--- src/rtl/toei_pkg.sv ---
`timescale 1ns / 1ps
// Shared types and constants for the tile offset / extent / index unit.
// No dependencies; used by every module of the block.
package toei_pkg;

	localparam int NUM_DIMS  = 3;
	localparam int EXT_W     = 16;
	localparam int WGT_W     = 2 * EXT_W;
	localparam int ID_W      = 48;
	localparam int TOTAL_W   = 49;
	localparam int DIMS_W    = 2;
	localparam int CFG_IDX_W = 3;
	localparam int STEP_W    = $clog2(EXT_W + 1);

	// Configuration register indexes
	localparam logic [CFG_IDX_W-1:0] REG_ROW_ORDER   = 3'd0;
	localparam logic [CFG_IDX_W-1:0] REG_DIMS_IN_USE = 3'd1;
	localparam logic [CFG_IDX_W-1:0] REG_EXTENT_0    = 3'd2;
	localparam logic [CFG_IDX_W-1:0] REG_EXTENT_1    = 3'd3;
	localparam logic [CFG_IDX_W-1:0] REG_EXTENT_2    = 3'd4;
	localparam logic [CFG_IDX_W-1:0] REG_TILE_SIZE_0 = 3'd5;
	localparam logic [CFG_IDX_W-1:0] REG_TILE_SIZE_1 = 3'd6;
	localparam logic [CFG_IDX_W-1:0] REG_TILE_SIZE_2 = 3'd7;

	// Per-dimension settings seen by one cell
	typedef struct packed {
		logic             act;
		logic [EXT_W-1:0] cnt;
		logic [EXT_W-1:0] ts;
		logic [EXT_W-1:0] bsz;
		logic [WGT_W-1:0] wgt;
	} dim_cfg_t;

	// Item travelling down the row of cells
	typedef struct packed {
		logic [NUM_DIMS-1:0][EXT_W-1:0] coord;
		logic [NUM_DIMS-1:0][EXT_W-1:0] off;
		logic [NUM_DIMS-1:0][EXT_W-1:0] span;
		logic [ID_W-1:0]                acc;
		logic [ID_W-1:0]                prod;
		logic                           err;
	} item_t;

endpackage

--- src/rtl/toei_cell.sv ---
`timescale 1ns / 1ps
// One cell of the dimension chain: range check, offset, span and id term for one dimension.
// Depends on toei_pkg for item_t and dim_cfg_t.
module toei_cell #(
	parameter int DIM = 0
) (
	input  logic               clk,
	input  logic               arst_n,
	input  logic               en,
	input  logic               valid_in,
	input  toei_pkg::item_t    item_in,
	input  toei_pkg::dim_cfg_t cfg,
	output logic               valid_out,
	output toei_pkg::item_t    item_out
);

	logic                         valid_q;
	toei_pkg::item_t              item_q;
	toei_pkg::item_t              item_next;
	logic [toei_pkg::EXT_W-1:0]   c;
	logic [2*toei_pkg::EXT_W-1:0] off_full;
	logic [toei_pkg::ID_W-1:0]    prod_full;
	logic                         err_d;
	logic                         last;

	assign c         = item_in.coord[DIM];
	assign err_d     = cfg.act && (c >= cfg.cnt);
	assign last      = c == (cfg.cnt - 1'b1);
	assign off_full  = c * cfg.ts;
	assign prod_full = c * cfg.wgt;

	always_comb begin
		item_next = item_in;
		// fold the previous cell's id term while this one forms its own
		item_next.acc = item_in.acc + item_in.prod;
		item_next.err = item_in.err | err_d;
		if (cfg.act) begin
			item_next.off[DIM]  = off_full[toei_pkg::EXT_W-1:0];
			item_next.span[DIM] = last ? cfg.bsz : cfg.ts;
			item_next.prod      = prod_full;
		end else begin
			item_next.off[DIM]  = '0;
			item_next.span[DIM] = toei_pkg::EXT_W'(1);
			item_next.prod      = '0;
		end
	end

	always_ff @(posedge clk or negedge arst_n) begin
		if (!arst_n) begin
			valid_q <= 1'b0;
		end else if (en) begin
			valid_q <= valid_in;
		end
	end

	always_ff @(posedge clk) begin
		if (en) begin
			item_q <= item_next;
		end
	end

	assign valid_out = valid_q;
	assign item_out  = item_q;

endmodule

--- config.mk ---
export PLATFORM = sky130hd
export DESIGN_NAME = toei_cell
export DESIGN_NICKNAME = d
export VERILOG_FILES = /design/src/rtl/toei_pkg.sv /design/src/rtl/toei_cell.sv
export SDC_FILE = /design/constraint.sdc
export NUM_CORES = 2
export LEC_CHECK = 0
export BUFFER_PORTS_ARGS = -buffer_cell sky130_fd_sc_hd__clkbuf_2
export CORE_MARGIN = 4
export CORE_UTILIZATION = 50
export CTS_CLUSTER_SIZE = 12
export DETAILED_ROUTE_END_ITERATION = 7
export GPL_TIMING_DRIVEN = 0
export PLACE_DENSITY = 0.71
export SLEW_MARGIN = 20
export SYNTH_ARGS = -nofsm -noshare
export SYNTH_HDL_FRONTEND = slang
export SYNTH_SLANG_ARGS = --single-unit
--- constraint.sdc ---
create_clock -name clk -period 2 [get_ports clk]
set_input_delay 0.1 -clock clk [delete_from_list [all_inputs] [get_ports clk]]
set_output_delay 0.1 -clock clk [all_outputs]
set_load 0.01 [all_outputs]
Word-level counts from Yosys, hierarchy flattened
Cells that the tools add are included.
- bits in registers: 242
- input port bits: 326
- output and inout bits: 242
- word-level logic and storage cells: 22
- $add $sub $neg: 2
- $mul: 2
- magnitude comparators: 1
- equal/unequal tests: 1
- multiplexer cells: 1
- bitwise gates (word level): 1
- reductions and logical operators: 1
- operator list (operator ; count):
    $add 48x48->48 ; 1
    $mul 16x32->48 ; 1
    $eq 16x16->1 ; 1
    $ge 16x16->1 ; 1
    $mul 16x16->16 ; 1
    $mux 16 ; 1
    $sub 16x1->16 const B ; 1
    $logic_and 1x1->1 ; 1
    $or 1x1->1 ; 1

Depth between registers and ports, before layout
- depth after elaboration: 3
- depth in mapped cells: 25
- gate-level depth less buffers: 23

Worst setup path after synthesis
OpenSTA, ideal clock, no wires.
- path kind: input to register
- from: input item_in[194] (netlist bit)
- to: register item_q (netlist bit item_out[42]), data pin
- library setup time: 0.255 ns
- arrival time: 5.924 ns
- required time: 1.745 ns
- slack: -4.179 ns
- stages on the path: 23
- buffers on the path: 3
- path through: clkbuf_1 -> clkbuf_1 -> nand2_1 -> fa_1 -> fa_1 -> fa_1 -> inv_1 -> fa_1 -> fa_1 -> inv_1 -> fa_1 -> inv_1 -> ha_1 -> clkbuf_1 -> a21oi_1 -> a21oi_1 -> a211oi_1 -> a21boi_1 -> a211oi_1 -> o41a_1 -> a31oi_1 -> xnor2_1 -> and2_1
- word-level cells in the longest chain between the ends: 1
- ends and longest elaborated chain (item ; line ; text):
    start: declaration ; toei_cell.sv:11 ; input toei_pkg::item_t item_in,
    $mul 16x32->48 ; toei_cell.sv:30 ; assign prod_full = c * cfg.wgt;
    end signal: assignment ; toei_cell.sv:58 ; item_q <= item_next;
    end: declaration ; toei_cell.sv:18 ; toei_pkg::item_t item_q;
No other way between the ends.
A chain may end at the register's enable or synchronous reset.

Worst setup path after layout
- from: input item_in[207] (netlist bit)
- to: register item_q (netlist bit item_out[38]), data pin
The elaborated chain is that of the path after synthesis.

==> metrics <==
status=finished with violations; violated checks=negative setup slack; Vias=26800; Detailed Route WL=roughly 120000 um; drt drc=0; post-route ant nets=0; unrepaired setup endpoints after global routing=yes; biggest area consumer among synthesized cells=fa_1; Fill cells=around 4600; Reg clk slew, reported paths=around 60 ps; H-tree levels=1; die width=between 200 and 300 um; Wirelength per Cell=between 20 and 25 um; core area=0.0621 sq mm; clk root buf=clkbuf_16; CP startpoint kind=input pin; area occupied by multi-input gates=0.0237 sq mm; Synth async-reset ratio=less than 1%; antenna violations before repair=18; mapped cell area=~0.032 sq mm; fraction of layout instances using a drive strength above 1=between 30 and 40%; f_max=roughly 170 MHz; Distinct cells, synth=between 60 and 70; HP Class=input pin to register; PortBufs=532; pre-CTS setup slack=-5920 ps; transition time of the tightest slew-check pin=roughly 1100 ps; Die Area=about 0.067 sq mm; Post-Syn Nets=approximately 4200; synthesized flop and latch total=approximately 240; syn_area_per_cell=approximately 9.9 sq um; # Max-Cap Violations=0; Worst-Skew Late Latency=~560 ps; GRT Overall Usage=around 33%; Fin. Hold Viols=0; number of synthesized flops with an enable pin=about 240; Final Cycle Share=288%; Clock Path Buffers=3; share of the synthesized area in the top cell type=a little under a third; Final setup viols=81; CP required=approximately 2300 ps; vias in the first global route=approximately 28000; die height=between 200 and 300 um; largest net degree at the start of global routing=approximately 100; GPL Wtd Cong=slightly below 1; DRT iter0 DRCs=approximately 2200; TritonCTS Buffers=26; Syn Inst Count=3174; most common cell after layout, fill and taps aside=inv_1; Synth Flop Type=edfxtp_1; max-slew violations=0; critical path class=input pin to register; first-pass GRT wire length=roughly 170000 um; Synth Warn #=0; register area=between 0.007 and 0.008 sq mm; clock sinks=around 240; row count=just over 90; Rel. slew slack=24.0%; DR vias/cell=~5.5; CTS tree=done; most frequent cells in the layout=inv_1, clkbuf_2, fa_1, nand2_1, and2_1; area grow syn2layout=35.4%; final net count=between 5000 and 6000; CP Max Fanout=8; initial core utilization=around 51%; number of I/O pins=568; Area contributors post-synth=fa_1, edfxtp_1, ha_1; register area share after synthesis=between 20% and 30%; final setup margin=-3770 ps; gr ovfl total=0; Final min period=approximately 5800 ps; Critical Path AT=6080 ps; Hold WS=20.7 ps; Clock Skew=0 ps; DR pass1 iterations=5; hpwl dp=roughly 87000 um; crit path capture type=register
==> worst paths after layout <==
kind	start	endpoint	slack, ps	cells past startpoint
min	item_in[55]	item_out[55]$_DFFE_PP_	20	3
max reg2reg	valid_out$_DFFE_PN0P_	valid_out$_DFFE_PN0P_	1260	1
min in group asynchronous	arst_n	valid_out$_DFFE_PN0P_	440	3
max	item_in[207]	item_out[38]$_SDFFCE_PN0P_	-3770	24
max in group asynchronous	arst_n	valid_out$_DFFE_PN0P_	1460	3
min reg2reg	valid_out$_DFFE_PN0P_	valid_out$_DFFE_PN0P_	520	1
==> per-layer routing <==
metal | global-route usage [%] | vias to the layer above | wire length, um
li1 | - | 11700 | -
met1 | 42.4 | 13400 | 43400
met2 | 54.2 | 1425 | 53700
met3 | 9.49 | 339 | 12500
met4 | 12.4 | 12 | 5640
met5 | 0 | - | 79
==> area by class of cell <==
cell class | count | area share (%)
well taps | 837 | 2.46
multi-input cells | 2211 | 55.6
flip-flops and latches | 242 | 17.0
inverters | 576 | 5.10
repair buffers | 852 | 14.1
clock buffers | 38 | 1.72
diodes | 10 | 0.0587
plain buffers | 122 | 3.78
clock inverters | 8 | 0.126
==> logic make-up (layout without fill, tap and decap cells) <==
kind of cell | count (synthesis) | in the layout | synth area share [%]
other | 0 | 10 | 0
adder cells (fa/ha/maj) | 732 | 732 | 41.0
buffers and inverters | 721 | 1596 | 8.67
XOR/XNOR | 136 | 136 | 3.78
AO/OA/AOI/OAI | 347 | 347 | 7.29
flip-flops | 242 | 242 | 23.1
AND/OR/NAND/NOR | 970 | 970 | 15.4
multiplexers | 26 | 26 | 0.846
==> cells in the mapped netlist, drive strengths merged (7+ instances only) <==
master,count
a21o,77
nor3,15
a31oi,16
nor2,57
nand3,21
nor2b,29
o21a,10
o211ai,9
nand2b,19
xnor2,93
xor2,43
a211oi,11
a21oi,101
clkbuf,141
and2,328
o21bai,14
ha,233
and3,24
fa,499
mux2i,24
nand4,21
inv,576
nand2,431
or3,7
edfxtp,241
o21ai,56
==> sequential cells by signal (all words and copies together), names as in the netlist <==
signal     cells
item_out     241
valid_out      1
==> through the flow <==
step	instances	setup TNS (ps)	utilization (%)	area [sq um]
after floorplan	3174	-180620	-	32500
after global placement	4543	-999590	58.3	36200
after detailed placement	4545	-280960	58.4	36300
after CTS	4797	-171670	65.5	40700
after global routing	4892	-180150	68.7	42600
final	4896	-172510	68.7	42700
==> worst max-delay path: stages <==
cell	delay [ps]
buf_8	110
clkbuf_16	150
buf_12	140
and2_1	140
fa_1	460
fa_1	520
fa_1	570
fa_1	460
fa_1	580
inv_2	50
fa_1	530
inv_2	50
ha_4	270
buf_12	130
a21oi_4	170
a21oi_2	80
a211oi_2	190
buf_4	180
a21boi_4	220
a211oi_4	90
o41a_1	410
buf_4	170
xnor2_1	120
and2_1	170
==> repair_timing <==
item | in CTS | in global routing
resized for setup | 369 | 410
setup buffers | 71 | 108
gates cloned | 2 | 3
pin swaps | 100 | 186
hold buffers | 138 | 1
endpoints found under the hold margin | 133 | 1
endpoints found under the setup margin | 92 | 97
Power is not shown: default switching activity piles up to over one toggle a cycle in this logic, so the estimate is an artifact.
