==> src/rtl/toei_pkg.sv <==
`timescale 1ns / 1ps
// Shared types and constants for the tile offset / extent / index unit.
// No dependencies; used by every module of the block.
package toei_pkg;

	localparam int NUM_DIMS  = 3;
	localparam int EXT_W     = 16;
	localparam int WGT_W     = 2 * EXT_W;
	localparam int ID_W      = 48;
	localparam int TOTAL_W   = 49;
	localparam int DIMS_W    = 2;
	localparam int CFG_IDX_W = 3;
	localparam int STEP_W    = $clog2(EXT_W + 1);

	// Configuration register indexes
	localparam logic [CFG_IDX_W-1:0] REG_ROW_ORDER   = 3'd0;
	localparam logic [CFG_IDX_W-1:0] REG_DIMS_IN_USE = 3'd1;
	localparam logic [CFG_IDX_W-1:0] REG_EXTENT_0    = 3'd2;
	localparam logic [CFG_IDX_W-1:0] REG_EXTENT_1    = 3'd3;
	localparam logic [CFG_IDX_W-1:0] REG_EXTENT_2    = 3'd4;
	localparam logic [CFG_IDX_W-1:0] REG_TILE_SIZE_0 = 3'd5;
	localparam logic [CFG_IDX_W-1:0] REG_TILE_SIZE_1 = 3'd6;
	localparam logic [CFG_IDX_W-1:0] REG_TILE_SIZE_2 = 3'd7;

	// Per-dimension settings seen by one cell
	typedef struct packed {
		logic             act;
		logic [EXT_W-1:0] cnt;
		logic [EXT_W-1:0] ts;
		logic [EXT_W-1:0] bsz;
		logic [WGT_W-1:0] wgt;
	} dim_cfg_t;

	// Item travelling down the row of cells
	typedef struct packed {
		logic [NUM_DIMS-1:0][EXT_W-1:0] coord;
		logic [NUM_DIMS-1:0][EXT_W-1:0] off;
		logic [NUM_DIMS-1:0][EXT_W-1:0] span;
		logic [ID_W-1:0]                acc;
		logic [ID_W-1:0]                prod;
		logic                           err;
	} item_t;

endpackage

==> src/rtl/toei_div.sv <==
`timescale 1ns / 1ps
// Restoring divider for one dimension: tile count (ceiling) and border tile size.
// Depends on toei_pkg for the extent width.
module toei_div (
	input  logic                      clk,
	input  logic                      arst_n,
	input  logic                      start,
	input  logic [toei_pkg::EXT_W-1:0] dividend,
	input  logic [toei_pkg::EXT_W-1:0] divisor,
	output logic                      done,
	output logic [toei_pkg::EXT_W-1:0] tiles,
	output logic [toei_pkg::EXT_W-1:0] border
);

	logic                        busy_q;
	logic                        done_q;
	logic [toei_pkg::STEP_W-1:0] step_q;
	logic [toei_pkg::EXT_W-1:0]  quo_q;
	logic [toei_pkg::EXT_W-1:0]  rem_q;
	logic [toei_pkg::EXT_W-1:0]  dvs_q;

	logic [toei_pkg::EXT_W:0]    shifted;
	logic [toei_pkg::EXT_W:0]    diff;
	logic                        ge;
	logic [toei_pkg::EXT_W-1:0]  rem_next;
	logic                        rem_nz;

	assign shifted  = {rem_q, quo_q[toei_pkg::EXT_W-1]};
	assign ge       = shifted >= {1'b0, dvs_q};
	assign diff     = shifted - {1'b0, dvs_q};
	assign rem_next = ge ? diff[toei_pkg::EXT_W-1:0] : shifted[toei_pkg::EXT_W-1:0];

	always_ff @(posedge clk or negedge arst_n) begin
		if (!arst_n) begin
			busy_q <= 1'b0;
			done_q <= 1'b0;
			step_q <= '0;
		end else if (start) begin
			busy_q <= 1'b1;
			done_q <= 1'b0;
			step_q <= toei_pkg::STEP_W'(toei_pkg::EXT_W);
		end else if (busy_q) begin
			step_q <= step_q - 1'b1;
			if (step_q == toei_pkg::STEP_W'(1)) begin
				busy_q <= 1'b0;
				done_q <= 1'b1;
			end
		end else begin
			done_q <= 1'b0;
		end
	end

	// one quotient bit per cycle, most significant first
	always_ff @(posedge clk) begin
		if (start) begin
			quo_q <= dividend;
			rem_q <= '0;
			dvs_q <= divisor;
		end else if (busy_q) begin
			quo_q <= {quo_q[toei_pkg::EXT_W-2:0], ge};
			rem_q <= rem_next;
		end
	end

	assign rem_nz = rem_q != '0;
	assign done   = done_q;
	assign tiles  = (dvs_q == '0) ? '0 : quo_q + toei_pkg::EXT_W'(rem_nz);
	assign border = (dvs_q == '0) ? '0 : (rem_nz ? rem_q : dvs_q);

endmodule

==> config.mk <==
export PLATFORM = sky130hd
export DESIGN_NAME = toei_div
export DESIGN_NICKNAME = d
export VERILOG_FILES = /design/src/rtl/toei_pkg.sv /design/src/rtl/toei_div.sv
export SDC_FILE = /design/constraint.sdc
export NUM_CORES = 1
export LEC_CHECK = 0
export BUFFER_PORTS_ARGS = -buffer_cell sky130_fd_sc_hd__buf_4
export CAP_MARGIN = 0
export CORE_MARGIN = 8
export CORE_UTILIZATION = 61
export DETAILED_ROUTE_END_ITERATION = 8
export PLACE_DENSITY_LB_ADDON = 0.2
export SYNTH_ARGS = -nofsm -noshare
export SYNTH_HDL_FRONTEND = slang
export SYNTH_SLANG_ARGS = --single-unit
export TNS_END_PERCENT = 30
==> constraint.sdc <==
create_clock -name clk -period 7.47 [get_ports clk]
set_input_delay 0.747 -clock clk [delete_from_list [all_inputs] [get_ports clk]]
set_output_delay 0.747 -clock clk [all_outputs]
set_load 0.05 [all_outputs]
## Yosys cells after proc, flatten, opt, wreduce, memory -nomap -nowiden

Index checks and enable logic that the tools add are counted.
Widths: inputs -> output; s select.

- Bits in registers: 55
- Input port bits: 35
- Word-level logic and storage cells: 29

- Add/sub/neg operators: 3
- Order comparisons: 1
- Eq/ne operators: 2
- Muxes and demuxes: 14
- Reduce and logical (&&, ||, !) cells: 3

Operators by type and width:

| operator | count |
|---|---|
| $mux 16 | 6 |
| $ge 17x16->1 | 1 |
| $add 16x1->16 | 1 |
| $logic_not 16->1 | 1 |
| $reduce_bool 16->1 | 1 |
| $sub 16x16->16 | 1 |
| $mux 5 | 2 |
| $mux 1 | 6 |
| $eq 5x1->1 const B | 1 |
| $sub 5x1->5 const B | 1 |
| $ne 3x2->1 const B | 1 |
| $reduce_bool 2->1 | 1 |

## Longest topological paths before layout

Gate-level depths: netlist of the first run.

- Depth after elaboration: 4
- Gate-level depth with buffers: 12
- Depth with buffers taken out: 10

## Worst setup path after synthesis of the first run

No wires, ideal clock.

- Kind: register to output
- Start point: reg rem_q[0] (netlist bit)
- End point: out tiles[8] (netlist bit)
- Data arrival time: 2.778 ns
- Required time: 6.723 ns
- Setup slack: 3.945 ns
- Stages on the path, launching flop included: 12
- Buffers on the path: 2
- Cell sequence: dfxtp_1 > nor4_1 > and4_1 > clkbuf_1 > clkbuf_1 > inv_1 > ha_1 > ha_1 > and3_1 > nand3_1 > xor2_1 > nor2_1

- Word-level cells in the longest chain between the ends: 3

RTL lines:

| what | RTL line | source |
|---|---|---|
| start: declaration | toei_div.sv:19 | `logic [toei_pkg::EXT_W-1:0] rem_q;` |
| start signal: assignment | toei_div.sv:61 | `rem_q <= rem_next;` |
| $reduce_bool 16->1 | toei_div.sv:65 | `assign rem_nz = rem_q != '0;` |
| $add 16x1->16 | toei_div.sv:67 | `assign tiles = (dvs_q == '0) ? '0 : quo_q + toei_pkg::EXT_W'(rem_nz);` |
| $mux 16 | toei_div.sv:67 |  |
| end: declaration | toei_div.sv:11 | `output logic [toei_pkg::EXT_W-1:0] tiles,` |

No other way between the ends.

## Final worst setup path of the first run

Same ends and word-level chain as after synthesis.

==> key figures, run 1 <==
CTS
  • Clock edge transition at the registers on the reported setup and hold paths: 0.10 ns
  • Clock root buffer: clkbuf_8
  • Number of sinks on the clock net: 55
  • Post-CTS repair timing setup buffer count: 0
  • Count of hold buffers inserted by post-cts repair: 0
  • TritonCTS clock tree: built
  • Number of H-tree levels: 2
  • Number of buffers on the longest clock path: 2
  • Clock insertion delay at the later pin of the skew report: 0.32 ns
  • Number of buffers created by CTS: 5
  • CTS resizes: 0

GRT
  • Number of antenna violations at the first check in global routing: 0
  • Wire length of the first global-routing pass: 15.48 mm
  • Global route total overflow: 0
  • Maximum number of pins on one net before global-route repair: 51
  • Vias in the first global route: 3170
  • Gr usage total: 0.2220

Timing
  • Setup TNS after final layout: 0 ns
  • Maximum clock frequency: 262.5 MHz
  • Minimum clock period after layout: 3.809 ns
  • Final Hold Fails: 0
  • Clock Skew: 0.01062 ns
  • Final setup violating endpoints: 0
  • RSZ-0062 raised after global routing: no
  • Worst-margin pin slew: 1.078 ns
  • Post-route fraction of the period consumed by the critical path: 0.5099
  • Max-slew violations: 0
  • Worst slew margin relative to its limit: 0.2814

Floorplanning
  • Core region area: 5886 µm²
  • Count of pins on the block boundary: 68
  • Area of the die: 8767 µm²
  • Width of the die: 93.63 µm
  • Starting density of the core: 0.6246
  • Die outline height: 93.63 µm
  • Number of rows in the core area: 28

Layout
  • Antenna fix cells: 0
  • Most common cell after layout, fill and taps aside: buf_4
  • Fin nets: 507
  • Ratio of cells with drive above 1 in the final layout: 0.2080
  • Commonest cells after routing, fill and taps aside: buf_4 (67), nor2_1 (53), edfxtp_1 (32), a21oi_1 (30), inv_1 (26)
  • Area growth syn-to-layout: 15.76%
  • Utilization after layout: 0.7230

Logic synthesis
  • Mean instance size in the synthesized netlist: 9.144 µm²
  • Leading cell types by total area after synthesis: edfxtp_1 (26%), dfxtp_1 (8.7%), ha_1 (6.8%), nor2_1 (5.4%), dfrtp_1 (4.8%)
  • Proportion of synthesized chip area in sequential cells: 0.3962
  • Share of async-settable or async-resettable flops after synthesis: 0.1273
  • Area fraction of the dominant cell type after synthesis: 0.2614
  • Flip-flop and latch count after synthesis: 55
  • Count of unique library cells instantiated by Yosys: 62
  • Synthesized Nets: 458
  • Primary flip-flop cell chosen by synthesis mapping: edfxtp_1
  • Post-Syn Instances: 402
  • Total standard cell area after synthesis: 3676 µm²
  • Library cell with the largest summed area after synthesis: edfxtp_1
  • Number of enable-type register cells in the synthesized netlist: 32
  • Number of warnings issued by yosys: 0

Drt
  • Drt first pass iters: 5
  • Detailed-route wire length per cell: 18.79 µm
  • Remaining antenna violation count: 0
  • Routed wire length: 9.902 mm
  • Detailed-route DRC error count: 0
  • Overall via count from detail_route: 3285
  • Drt via density: 6.233
  • Initial drt markers: 286

Placement
  • PortBufs: 67
  • Final RePlAce weighted congestion: 1.058
  • Half-perimeter wire length of the detailed placement result: 7.475 mm

Power
  • Cell internal pwr: 627.9 µW
  • Switching share of total power: 0.4648
  • Combinational share of power: 0.493
  • Power density of the placed cells: 275.7 nW/µm²
  • Net switching power of the design: 545.4 µW
  • Clk network pwr share: 0.155
  • Reported leakage power: 0.001831 µW
  • Part of the power in registers: 0.352
  • IR Drop Worst-Case VDD: 234.5 µV

Run status
  • Result of the run: finished, final reports clean

Setup path
  • Critical path data arrival time: 3.06 ns
  • Startpoint type of the worst setup path: register
  • Largest fanout on the critical path: 17
  • WS Path Type: reg2out
  • Element type at the critical path end: primary output
  • Worst EP required: 6.72 ns
  • Setup slack of the worst register-to-register path: 4.23 ns

Job
  • Count of maximum capacitance violations: 0

Worst hold path
  • Tightest Hold Check Type: in2async
## state kept, by name, summed over array words and instances, names as in the netlist
| name | count |
|---|---|
| step_q | 5 |
| quo_q | 16 |
| busy_q | 1 |
| rem_q | 16 |
| dvs_q | 16 |
| done | 1 |
## cell usage after synthesis, types with 5 or more instances
library cell and number:
o21ai_1 6, clkbuf_1 12, dfrtp_1 7, a21oi_1 30, nand3_1 16, mux2_2 14
nor4_1 9, nor2_1 53, inv_1 26, edfxtp_1 32, xor2_1 14, a211oi_1 5
nor2b_1 6, xnor2_1 12, nand2b_1 8, dfxtp_1 16, buf_2 9, nand2_1 23
nand4_1 5, ha_1 20, o21ai_0 11
## critical path: stages, from the launching register on
cell     delay [ns]
dfxtp_1        0.38
nor4_1         0.36
and4_1         0.63
inv_1          0.09
ha_1           0.24
ha_1           0.25
and3_1         0.22
nand3_1        0.11
xor2_1         0.16
nor2_1         0.06
buf_4          0.23
## cell families after synthesis
logic type	count (synthesis)	synth area share
simple gates	143	0.1974
compound gates	88	0.1579
flops	55	0.3962
buf+inv	51	0.05922
xor+xnor	26	0.06195
fa+ha+maj	21	0.07352
mux	18	0.05378
## cell type report
class / count / area [µm²]
Fill cell: 462 / 1630
Sequential cell: 55 / 1456
Tap cell: 75 / 93.84
Inverter: 26 / 97.59
Multi-Input combinational cell: 296 / 2002
Clock inverter: 3 / 33.78
Clock buffer: 5 / 68.82
Timing Repair Buffer: 67 / 503.0
## power by group through the flow
stage | clock [µW] | sequential [µW] | combinational (µW)
final | 182 | 413 | 578
after global routing | 194 | 418 | 614
after detailed placement | 0 | 418 | 573
after floorplan | 0 | 403 | 422
after global placement | 0 | 415 | 568
after CTS | 181 | 411 | 577
## metrics by stage
stage,hold slack (ns),setup WS (ns),power (µW),area [µm²],instances
floorplan,0.4514,3.945,824.6,3676,402
global placement,0.4939,4.232,983.1,4153,519
detailed placement,0.5107,4.105,991.1,4153,519
CTS,0.2176,3.719,1169,4255,527
global route,0.2086,3.563,1227,4255,527
finish,0.2159,3.661,1173,4255,527
## routing by layer
layer / vias up / track usage / part of all wire
met2: 148 / 0.3901 / 0.49
met3: 35 / 0.05449 / 0.071
met1: 1559 / 0.2477 / 0.40
li1: 1543 / - / -
met4: 0 / 0.1004 / 0.036
met5: - / 0 / 0
## final timing paths
kind                       startpoint        end  cells after the start
setup reg to reg             dvs_q[1]   rem_q[7]                      8
setup / recovery             rem_q[0]   tiles[8]                     10
hold reg to reg                  done       done                      2
min in group clk                 done       done                      2
hold / removal                 arst_n  step_q[0]                      1
max in group asynchronous      arst_n     busy_q                      1
No activity file was read; power rests on OpenSTA's default activity.
==> inputs of run 2 (changes only) <==
- ABC_AREA: not set -> 1
- CORE_UTILIZATION: 61 -> 52
- clock period: 7.47 -> 3.4 ns (I/O delays scaled with it)
==> key figures, run 2 <==
Logic synthesis
  • Count of unique library cells instantiated by Yosys: 36
  • Commonest cells in the netlist: nand2_1 (171), inv_1 (91), nand3_1 (43)
  • Total standard cell area after synthesis: 3955 µm²
  • Proportion of synthesized chip area in sequential cells: 0.3682
  • Share of async-settable or async-resettable flops after synthesis: 0.1273
  • Number of warnings issued by yosys: 0
  • Leading cell types by total area after synthesis: edfxtp_1 (24%), nand2_1 (16%), inv_1 (8.6%), dfxtp_1 (8.1%), ha_1 (6.3%)
  • Leading cell type by number of instances after synthesis: nand2_1
  • Number of enable-type register cells in the synthesized netlist: 32
  • Area fraction of the dominant cell type after synthesis: 0.2430
  • Post-Syn Instances: 565
  • Synthesized Nets: 621
  • Flip-flop and latch count after synthesis: 55
  • Primary flip-flop cell chosen by synthesis mapping: edfxtp_1
  • Mean instance size in the synthesized netlist: 7.000 µm²
  • Library cell with the largest summed area after synthesis: edfxtp_1

Layout
  • Multi-input gate area in the final layout: 2072 µm²
  • Most common cell after layout, fill and taps aside: nand2_1
  • FF/Latch Area: 1456 µm²
  • Ratio of cells with drive above 1 in the final layout: 0.1606
  • Area growth syn-to-layout: 16.99%
  • Commonest cells after routing, fill and taps aside: nand2_1 (171), inv_1 (91), buf_4 (67), nand3_1 (43)
  • Fin nets: 684
  • Antenna fix cells: 0
  • # fillers: 745
  • Biggest registers after layout: dvs_q: 16 flops, quo_q: 16 flops, rem_q: 16 flops

Floorplanning
  • Count of pins on the block boundary: 68
  • Die outline height: 103.2 µm
  • Width of the die: 103.2 µm
  • Number of rows in the core area: 32
  • Starting density of the core: 0.5254
  • Core region area: 7527 µm²
  • Area of the die: 10650 µm²

GRT
  • Number of antenna violations at the first check in global routing: 0
  • Maximum number of pins on one net before global-route repair: 45
  • Global route total overflow: 0
  • Vias in the first global route: 3687
  • Gr usage total: 0.2144
  • Wire length of the first global-routing pass: 17.88 mm

Timing
  • Final Hold Fails: 0
  • Worst-margin pin slew: 1.047 ns
  • Worst slew margin relative to its limit: 0.3012
  • Post-route fraction of the period consumed by the critical path: 0.8687
  • Setup TNS after final layout: 0 ns
  • Max-slew violations: 0
  • Final setup violating endpoints: 0
  • Clock Skew: 0.01473 ns
  • Minimum clock period after layout: 2.954 ns
  • Final-layout worst hold slack: 0.1892 ns
  • RSZ-0062 raised after global routing: no
  • Maximum clock frequency: 338.6 MHz

CTS
  • Number of sinks on the clock net: 55
  • Count of hold buffers inserted by post-cts repair: 1
  • TritonCTS clock tree: built
  • CTS resizes: 0
  • Number of buffers created by CTS: 5
  • Clock root buffer: clkbuf_8
  • Number of H-tree levels: 2
  • Clock insertion delay at the later pin of the skew report: 0.32 ns
  • Number of buffers on the longest clock path: 2
  • Clock edge transition at the registers on the reported setup and hold paths: 0.11 ns
  • Post-CTS repair timing setup buffer count: 0

Drt
  • Overall via count from detail_route: 3917
  • Detailed-route DRC error count: 0
  • Remaining antenna violation count: 0
  • Drt first pass iters: 5
  • Drt via density: 5.358
  • Detailed-route wire length per cell: 15.30 µm
  • Initial drt markers: 320
  • Routed wire length: 11.19 mm

Setup path
  • Critical path data arrival time: 2.61 ns
  • Series of cell instances along the critical path: inv_1 > nand4_1 > nor2_1 > nand2_1 > ha_1 > ha_1 > nand2_1 > inv_1 > nand4_1 > nor3_1 > nand4_1 > nor2_1 > nor2_1 > nor2_1 > buf_4
  • Crit-path max cell delay: 0.36 ns
  • Reg-to-reg startpoint: dvs_q[5]
  • Cell with the largest stage delay on the worst path: dfxtp_1
  • Worst setup path startpoint: rem_q[3]
  • Cell seen most often among critical-path stages: nor2_1
  • Largest fanout on the critical path: 4
  • WS Path Type: reg2out
  • Element type at the critical path end: primary output
  • Startpoint type of the worst setup path: register
  • Worst EP required: 3.06 ns

Power
  • IR Drop Worst-Case VDD: 442.4 µV
  • Reported leakage power: 0.002355 µW
  • Power density of the placed cells: 726.8 nW/µm²

Job
  • Count of maximum capacitance violations: 0

Run status
  • Result of the run: finished, final reports clean

Placement
  • Final RePlAce weighted congestion: 0.9669
  • PortBufs: 67
  • Half-perimeter wire length of the detailed placement result: 8.750 mm

Worst hold path
  • Tightest Hold Check Type: in2reg
  • Startpoint of the lowest-slack hold path: divisor[3]
## run 2: cell types whose count changed after synthesis, moves of 11 or more
| cell | before | now |
|---|---|---|
| inv_1 | 26 | 91 |
| nand4_1 | 5 | 16 |
| o21ai_0 | 11 | 26 |
| nand3_1 | 16 | 43 |
| nor2_1 | 53 | 34 |
| mux2_2 | 14 | 0 |
| nand2_1 | 23 | 171 |
## run 2: worst paths after layout
path / endpoint / slack [ns] / depth (start not counted)
max: tiles[14] / 0.45 / 15
min: dvs_q[3] / 0.19 / 1
max reg2reg: rem_q[9] / 0.96 / 11
min reg2reg: step_q[3] / 0.47 / 1
max in group asynchronous: step_q[0] / 2.93 / 2
min in group asynchronous: step_q[4] / 0.35 / 2
## run 2: cell families (layout without fill, tap and decap cells)
logic type                 count (synthesis)  after routing  synth area share
AOI/OAI and AO/OA                         71             71           0.09618
adders and majority gates                 21             21           0.06833
and+or+nand+nor                          301            301            0.3395
xor gates and xnor gates                   9              9           0.01993
DFF                                       55             55            0.3682
buffers and inverters                    108            172            0.1079
## run 2: through the flow
| step | total power, µW | cell area (µm²) | cells | utilization | setup WS, ns |
|---|---|---|---|---|---|
| finish | 3363 | 4627 | 731 | 0.6147 | 0.4463 |
| floorplan | 2439 | 3955 | 565 | - | 0.5565 |
| global route | 3614 | 4627 | 731 | 0.6147 | 0.1212 |
| CTS | 3361 | 4627 | 731 | 0.6147 | 0.4497 |
| global placement | 2945 | 4519 | 722 | 0.6004 | 0.9475 |
| detailed placement | 2971 | 4519 | 722 | 0.6004 | 0.8142 |
## run 2: area by class of cell
cell class	count	share of cell area
inverter	96	0.07788
sequential	55	0.3148
tap	102	0.02758
clock buffer	5	0.01487
clock inverter	3	0.006220
timing repair buffer	68	0.1109
multi-input combinational	402	0.4478
## run 2: metal layers
layer / global-route usage / wire, µm
met5: 0 / 0
met2: 0.3330 / 5100
met3: 0.04752 / 829
met4: 0.06007 / 166
met1: 0.2927 / 5089
## run 2: where the power goes
group          switching, µW  internal (µW)  total [µW]
Sequential              90.0            839         929
Combinational           1400            644        2040
Clock                    238            153         392
Total                   1730           1640        3360
## run 2: critical path, delay by kind of cell (launching register included)
| kind | cells | cell delay [ns] |
|---|---|---|
| adder cells (fa/ha/maj) | 2 | 0.37 |
| buffers and inverters | 3 | 0.38 |
| flip-flops | 1 | 0.36 |
| AND/OR/NAND/NOR | 10 | 1.17 |
